==> config.mk <==
export PLATFORM = sky130hd
export DESIGN_NAME = command_frame_deframer
export DESIGN_NICKNAME = d
export VERILOG_FILES = /design/src/hw/rtl/cfd_pkg.sv /design/src/hw/rtl/cfd_step.sv /design/src/hw/rtl/command_frame_deframer.sv
export SDC_FILE = /design/constraint.sdc
export NUM_CORES = 1
export LEC_CHECK = 0
export ABC_AREA = 1
export BUFFER_PORTS_ARGS = -buffer_cell sky130_fd_sc_hd__clkbuf_2
export CORE_UTILIZATION = 35
export DETAILED_ROUTE_END_ITERATION = 10
export GPL_TIMING_DRIVEN = 0
export PLACE_DENSITY_LB_ADDON = 0.12
export SYNTH_ARGS = -nofsm -noshare
export SYNTH_HDL_FRONTEND = slang
export SYNTH_SLANG_ARGS = --single-unit
==> constraint.sdc <==
create_clock -name clk -period 4.6 [get_ports clk]
set_input_delay 0 -clock clk [delete_from_list [all_inputs] [get_ports clk]]
set_output_delay 0 -clock clk [all_outputs]
set_load 0.02 [all_outputs]
==> src/hw/rtl/cfd_pkg.sv <==
// Shared types, codes and constants for the command frame deframer.
package cfd_pkg;

	localparam logic [7:0] MIN_LENGTH = 8'd3;

	localparam logic [7:0] CMD_F2 = 8'hf2;
	localparam logic [7:0] CMD_2F = 8'h2f;
	localparam logic [7:0] CMD_F6 = 8'hf6;
	localparam logic [7:0] CMD_6F = 8'h6f;
	localparam logic [7:0] CMD_F9 = 8'hf9;
	localparam logic [7:0] CMD_9F = 8'h9f;

	typedef enum logic [2:0] {
		PH_HUNT    = 3'd0,
		PH_LEN     = 3'd1,
		PH_TYPE    = 3'd2,
		PH_REG     = 3'd3,
		PH_PAYLOAD = 3'd4,
		PH_CSUM    = 3'd5
	} phase_t;

	typedef enum logic [2:0] {
		K_COMMAND  = 3'd0,
		K_LENGTH   = 3'd1,
		K_TYPE     = 3'd2,
		K_REGISTER = 3'd3,
		K_PAYLOAD  = 3'd4,
		K_CHECKSUM = 3'd5,
		K_DISCARD  = 3'd6,
		K_BADLEN   = 3'd7
	} kind_t;

	typedef struct packed {
		phase_t     phase;
		logic [7:0] frame_length;
		logic [7:0] bytes_remaining;
		logic [7:0] running_sum;
	} state_t;

	typedef struct packed {
		logic [7:0] byte_value;
		kind_t      kind;
		logic [7:0] payload_index;
		logic       frame_end;
		logic       checksum_ok;
	} result_t;

	function automatic logic is_start_code(input logic [7:0] b);
		return (b == CMD_F2) || (b == CMD_2F) || (b == CMD_F6) ||
			(b == CMD_6F) || (b == CMD_F9) || (b == CMD_9F);
	endfunction

endpackage

==> src/hw/rtl/cfd_step.sv <==
// Per-byte frame decode: next state and tagged result for one received byte.
module cfd_step (
	input  logic [7:0]      rx_byte,
	input  cfd_pkg::state_t cur,
	output cfd_pkg::state_t nxt,
	output cfd_pkg::result_t res
);
	import cfd_pkg::*;

	logic [7:0] sum_add;
	logic [7:0] body_len;
	logic [7:0] rem_dec;

	assign sum_add  = cur.running_sum + rx_byte;
	assign body_len = cur.frame_length - MIN_LENGTH;
	assign rem_dec  = cur.bytes_remaining - 8'd1;

	always_comb begin
		nxt               = cur;
		res.byte_value    = rx_byte;
		res.kind          = K_DISCARD;
		res.payload_index = 8'd0;
		res.frame_end     = 1'b0;
		res.checksum_ok   = 1'b0;
		case (cur.phase)
			PH_LEN: begin
				if (rx_byte < MIN_LENGTH) begin
					res.kind      = K_BADLEN;
					res.frame_end = 1'b1;
					nxt.phase     = PH_HUNT;
				end else begin
					res.kind         = K_LENGTH;
					nxt.frame_length = rx_byte;
					nxt.running_sum  = sum_add;
					nxt.phase        = PH_TYPE;
				end
			end
			PH_TYPE: begin
				res.kind        = K_TYPE;
				nxt.running_sum = sum_add;
				nxt.phase       = PH_REG;
			end
			PH_REG: begin
				res.kind            = K_REGISTER;
				nxt.running_sum     = sum_add;
				nxt.bytes_remaining = body_len;
				nxt.phase           = (body_len == 8'd0) ? PH_CSUM : PH_PAYLOAD;
			end
			PH_PAYLOAD: begin
				res.kind            = K_PAYLOAD;
				res.payload_index   = body_len - cur.bytes_remaining;
				nxt.running_sum     = sum_add;
				nxt.bytes_remaining = rem_dec;
				if (rem_dec == 8'd0) begin
					nxt.phase = PH_CSUM;
				end
			end
			PH_CSUM: begin
				res.kind        = K_CHECKSUM;
				res.frame_end   = 1'b1;
				res.checksum_ok = (rx_byte == cur.running_sum);
				nxt.phase       = PH_HUNT;
			end
			default: begin
				// hunt: only a command byte opens a frame
				if (is_start_code(rx_byte)) begin
					res.kind        = K_COMMAND;
					nxt.running_sum = rx_byte;
					nxt.phase       = PH_LEN;
				end else begin
					res.kind  = K_DISCARD;
					nxt.phase = PH_HUNT;
				end
			end
		endcase
	end

endmodule

==> src/hw/rtl/command_frame_deframer.sv <==
// Command frame deframer top level: input register, frame decode, result register.
//
//  channel   | dir | tdata                              | tuser                   | tlast
//  s_*       | in  | [7:0] rx_byte                      | -                       | -
//  m_*       | out | [7:0] byte_value, [15:8] pay. idx  | [2:0] kind, [3] cks ok  | frame_end
//
// One byte per cycle sustained while the result is not stalled; a byte's result passes
// through the input register, then is decoded into the result register and offered.
// The frame state (phase, length, remaining count, running sum) updates as a
// byte moves from the input register into the result register.
// Reset returns to hunting with length, count and sum cleared.
// A stalled result holds; the input register still takes one more byte.
module command_frame_deframer (
	input  logic        clk,
	input  logic        arst_n,
	input  logic        s_tvalid,
	output logic        s_tready,
	input  logic [7:0]  s_tdata,   // [7:0] rx_byte
	output logic        m_tvalid,
	input  logic        m_tready,
	output logic [15:0] m_tdata,   // [7:0] byte_value, [15:8] payload_index
	output logic [3:0]  m_tuser,   // [2:0] kind, [3] checksum_ok
	output logic        m_tlast    // frame_end
);
	import cfd_pkg::*;

	logic       valid_s1;
	logic [7:0] byte_s1;
	logic       valid_s2;
	result_t    res_s2;
	state_t     state_q;
	state_t     state_nxt;
	result_t    res_nxt;
	logic       advance;

	assign advance  = valid_s1 && (!valid_s2 || m_tready);
	assign s_tready = !valid_s1 || advance;

	cfd_step u_step (
		.rx_byte (byte_s1),
		.cur     (state_q),
		.nxt     (state_nxt),
		.res     (res_nxt)
	);

	always_ff @(posedge clk or negedge arst_n) begin
		if (!arst_n) begin
			valid_s1 <= 1'b0;
			valid_s2 <= 1'b0;
			state_q  <= '{phase: PH_HUNT, frame_length: 8'd0,
				bytes_remaining: 8'd0, running_sum: 8'd0};
		end else begin
			if (s_tvalid && s_tready) begin
				valid_s1 <= 1'b1;
			end else if (advance) begin
				valid_s1 <= 1'b0;
			end
			if (advance) begin
				valid_s2 <= 1'b1;
				state_q  <= state_nxt;
			end else if (m_tready) begin
				valid_s2 <= 1'b0;
			end
		end
	end

	always_ff @(posedge clk) begin
		if (s_tvalid && s_tready) begin
			byte_s1 <= s_tdata;
		end
		if (advance) begin
			res_s2 <= res_nxt;
		end
	end

	assign m_tvalid = valid_s2;
	assign m_tdata  = {res_s2.payload_index, res_s2.byte_value};
	assign m_tuser  = {res_s2.checksum_ok, res_s2.kind};
	assign m_tlast  = res_s2.frame_end;

	// frame end only on a checksum or a bad length byte
	a_end_kind: assert property (@(posedge clk) disable iff (!arst_n)
		(valid_s2 && res_s2.frame_end) |->
			(res_s2.kind == K_CHECKSUM || res_s2.kind == K_BADLEN))
		else $error("frame end on a non-terminal byte");

	a_ok_kind: assert property (@(posedge clk) disable iff (!arst_n)
		(valid_s2 && res_s2.checksum_ok) |-> (res_s2.kind == K_CHECKSUM))
		else $error("checksum ok outside a checksum byte");

	a_pidx_kind: assert property (@(posedge clk) disable iff (!arst_n)
		(valid_s2 && res_s2.payload_index != 8'd0) |-> (res_s2.kind == K_PAYLOAD))
		else $error("payload index on a non-payload byte");

	a_rem_nonzero: assert property (@(posedge clk) disable iff (!arst_n)
		(state_q.phase == PH_PAYLOAD) |-> (state_q.bytes_remaining != 8'd0))
		else $error("payload phase with no bytes left");

	// a command byte always leads into the length phase
	a_cmd_next: assert property (@(posedge clk) disable iff (!arst_n)
		(advance && res_nxt.kind == K_COMMAND) |=> (state_q.phase == PH_LEN))
		else $error("command byte did not open a frame");

endmodule

After elaboration in Yosys (flattened, before gate mapping)
Cells that the tools add are included.
Storage, ports and cells
  flip-flop bits (word level): 58
  output and inout bits: 23
  word-level logic and storage cells: 73
  input port bits: 12
Cells by class
  magnitude comparators: 1
  $add $sub $neg: 4
  bitwise logic cells: 2
  reduce and logical (&&, ||, !) cells: 22
  muxes and demuxes: 18
  eq/ne operators: 14
Operators by type and width (count)
  == test 8 bit (second input constant): 4
  one-hot mux 3 bit (5 select lines): 2
  one-hot mux 8 bit (3 select lines): 1
  logical NOT 8 bit: 2
  2-to-1 mux 8 bit: 2
  one-hot mux 8 bit (2 select lines): 1
  2-to-1 mux 3 bit: 3
  adder 8 bit: 1
  == test 8 x 6 -> 1 bit (second input constant): 1
  == test 8 x 7 -> 1 bit (second input constant): 1
  == test 8 bit: 1
  < comparator 8 x 2 -> 1 bit (second input constant): 1
  subtractor 8 x 1 -> 8 bit (second input constant): 1
  subtractor 8 x 2 -> 8 bit (second input constant): 1
  subtractor 8 bit: 1
  logical OR 1 bit: 7
  2-to-1 mux 1 bit: 7
  == test 3 x 2 -> 1 bit (second input constant): 2
  == test 3 bit (second input constant): 2
  nonzero test 2 bit: 3
  AND reduction 2 bit: 2
  AND reduction 4 bit: 1
  == test 3 x 1 -> 1 bit (second input constant): 1
  AND reduction 3 bit: 1
  other kinds (9): 12

Logic depth before layout (Yosys ltp)
  depth after elaboration: 8
  gate-level depth with buffers: 13
  gate-level depth less buffers: 13

Modules after synthesis
From an unflattened synthesis, not the netlist that was laid out.
Second synthesis, totals
  cells, all modules: 484
  area total of the unflattened synthesis: 3857.4 µm²
Modules (own cells, without submodules)
  command_frame_deframer: seq. area each 1596.5 µm², times used 1, area each 2054.5 µm², cells an instance 157
  cfd_step: seq. area each 0.0 µm², times used 1, area each 1803.0 µm², cells an instance 327

Worst setup path before layout
Ideal clock, no wire load.
  path kind: register to register
  start point: register state_q[16] in the netlist's numbering
  end point: register res_s2 (netlist bit m_tdata[15]) (data pin)
  cell stages (with the launch flop): 13
  buffers on the path: 0
  path slack: 2.578 ns
  arrival time: 1.769 ns
  required time: 4.347 ns
  library setup time: 0.253 ns
  clock period less this slack: 2.022 ns
  cells stage by stage: dfrtp_1 -> ha_1 -> inv_1 -> nand3_1 -> nand2_1 -> inv_1 -> ha_1 -> a21oi_1 -> o21ai_0 -> a21oi_1 -> nand2_1 -> nand2_1 -> nor2_1
On the way
  longest elaborated chain between the ends: 2
Ends and longest elaborated chain
  from (decl): RTL line command_frame_deframer.sv:31  | state_t state_q;
  from (signal assigned): RTL line command_frame_deframer.sv:50  | state_q <= '{phase: PH_HUNT, frame_length: 8'd0,
  from (signal assigned): RTL line command_frame_deframer.sv:60  | state_q <= state_nxt;
  subtractor 8 x 2 -> 8 bit: RTL line cfd_step.sv:15  | assign body_len = cur.frame_length - MIN_LENGTH;
  subtractor 8 bit: RTL line cfd_step.sv:51  | res.payload_index = body_len - cur.bytes_remaining;
  to (signal assigned): RTL line command_frame_deframer.sv:72  | res_s2 <= res_nxt;
  to (decl): RTL line command_frame_deframer.sv:30  | result_t res_s2;
No other way between the ends.
A chain may end at the register's enable or synchronous reset.

Final worst setup path
Same ends and word-level chain as after synthesis.

==> impl_results.md <==
* CP Capture Type: flop
* Power Density at 741 nW/µm²
* Die height at 102 µm
* Vias in the first global route at 2,656
* Critical Path Fanout Max at 6
* Dpl cells at 577
* Initial antenna violation count at 0
* Worst relative slew slack at 45.7%
* Final ANT Viol Nets at 0
* Largest net degree at the start of global routing at 30
* Routed via count at 2,815
* DRC at 0
* Crit path launch type: flop
* Clock sink count at 58
* Fmax achieved at 440 MHz
* Vias/cell at 4.65
* Cell row count at 36
* CP required at 4.70 ns
* Detailed placement HPWL at 5680 µm
* Post-synth EDFFs at 29
* Total gr overflow at 0
* Ant. Diodes at 0
* Synth top area share at 24.8%
* Layout cells sized above 1 at 21.0%
* CTS HTree Levels at 3
* DRT Wirelength at 7690 µm
* Critical path class: flop to flop
* NetSw at 1.42 mW
* Final setup vio count at 0
* Slew Limit Fails at 0
* LEAKAGE at 2.03 nW
* CTS max path bufs at 2
* Status: complete, no violations
* Die Wd at 102 µm
* Most frequent cells in the layout: 106 x nand2_1, 51 x inv_1, 37 x nand3_1
* CTS tree: yes
* First-pass GRT wire length at 12,800 µm
* Non-Filler Instances at 605
* DR iter-0 viols at 107
* Core box area at 9730 µm²
* Setup crit start: state_q[16]
* DIE AREA at 10,400 µm²
* Worst-Skew Late Latency at 0.34 ns
* Seq/Total Area, Yosys at 45.5%
* Number of detailed-route iterations in the first pass at 4
* CTS Hold Bufs at 12
* CTS root buf: clkbuf_8
* Avg Inst Size Synth at 8.56 µm²
* Synth cell types at 38
* GRT Util Overall at 16.3%
* Max-Cap Viols at 0
* Worst hold path type: primary input to asynchronous set/reset pin
* Synth Flop Type: edfxtp_1
* Port bufs at 34
* TritonCTS buffer count at 9
* Final nets at 499
* Worst r2r src: state_q[16]
* Reg power frac at 28.0%
* Ys async rst share at 50.0%
* Shortest period the worst path allows at 2.27 ns
* RSZ-0062 raised after global routing: false
* Worst Path Arrival at 2.37 ns
* Worst-path clk slew at 0.08 ns
* Final hold vios at 0
* Comb pwr share at 52.9%
* Worst slew pin tran at 0.815 ns
* GPL Wtd Cong at 0.844
* Post-synth net total at 442
* Post-CTS setup buffers at 0
* Yosys top cell by area: edfxtp_1
* Pint at 1.71 mW
* Cts repair resizes at 0
* Mapped Cells at 410
* Setup TNS at 0 ns
* Clock share of power at 19.1%
* Commonest non-fill, non-tap cell in the layout: nand2_1
* Cell Area, Synth at 3510 µm²
* Main area contributors after synthesis: edfxtp_1 25%, dfrtp_1 21%, nand2_1 11%
* Initial Util at 36.1%
* I/O pin total at 35
* FF+latch count, synth at 58
* WL per Instance at 12.7 µm
* Switching portion of total power at 45.4%
* Worst-case clock skew at 0.00943 ns
* Synthesis Warnings at 0
* Worst vdd ir at 0.202 mV
* Fin crit share at 49.4%
* Area growth syn-to-layout at 20.1%
[power by group through the flow]
| stage | Combinational (mW) | Sequential, mW | Clock (mW) |
|---|---|---|---|
| after floorplan | 1.24 | 0.926 | 0 |
| after global placement | 1.64 | 0.882 | 0 |
| after detailed placement | 1.65 | 0.884 | 0 |
| after CTS | 1.66 | 0.875 | 0.610 |
| after global routing | 1.91 | 0.902 | 0.630 |
| final | 1.65 | 0.874 | 0.596 |
[metrics by stage]
stage	instance area (µm²)	worst slack (ns)	hold WS, ns	util (%)	power (mW)
after floorplan	3510	2.58	-0.296	-	2.16
after global placement	3850	2.34	0.139	39.5	2.52
after detailed placement	3850	2.32	0.136	39.5	2.53
after CTS	4220	2.32	0.313	43.3	3.15
after global routing	4220	2.12	0.364	43.3	3.44
final	4220	2.33	0.278	43.3	3.12
[critical path: stages, from the launching register on]
cell	delay, ns
dfrtp_1	0.46
ha_1	0.25
inv_1	0.13
nand3_1	0.09
nand2_1	0.12
inv_1	0.08
ha_1	0.34
a21oi_1	0.16
o21ai_0	0.08
a21oi_1	0.16
nand2_1	0.07
nand2_1	0.07
nor2_1	0.04
[state kept, by name, summed over array words and instances, names as in the netlist]
name	cells
state_q	27
m_tdata	16
byte_s1	8
m_tuser	4
m_tlast	1
m_tvalid	1
valid_s1	1
[final timing paths]
path,end,slack (ns),cells past startpoint
max,m_tdata[15],2.33,12
min,state_q[7],0.28,2
max reg2reg,m_tdata[15],2.33,12
min reg2reg,state_q[0],0.49,2
max in group asynchronous,state_q[24],3.80,2
min in group clk,byte_s1[7],0.37,2
[Yosys cell counts, types with 3 or more instances]
library cell and instances:
a21oi_1 23, buf_6 3, dfrtp_1 29, edfxtp_1 29
ha_1 18, inv_1 51, inv_2 10, nand2_1 106
nand2_2 8, nand3_1 37, nand3_4 3, nand4_1 8
nor2_1 21, nor2_2 3, o211ai_2 3, o21ai_0 14
o21ai_1 10, o21ai_2 8
[area by class of cell]
class	count	area, µm²
Fill cell	994	5510
Multi-Input combinational cell	286	1630
Sequential cell	58	1600
Timing Repair Buffer	46	290
Inverter	62	238
Tap cell	133	166
Clock inverter	7	125
Clock buffer	9	124
Buffer	4	41.3
[cell families after synthesis]
group                    count (synthesis)  share of synthesized area (%)
AND/OR/NAND/NOR                        198                           26.8
adder cells (fa/ha/maj)                 20                           7.56
XOR/XNOR                                 4                          0.998
AO/OA/AOI/OAI                           64                           11.2
buffers and inverters                   66                           7.95
flip-flops                              58                           45.5
[layer usage]
layer  global-route usage (%)  routed length [µm]  vias up
met2                     25.4                3370       76
met4                     5.16                  95        0
met3                     2.94                 281        9
met1                     22.9                3950     1246
met5                        0                   0        -
li1                         -                   -     1484
Note: power is estimated with default switching activity, not from simulation.
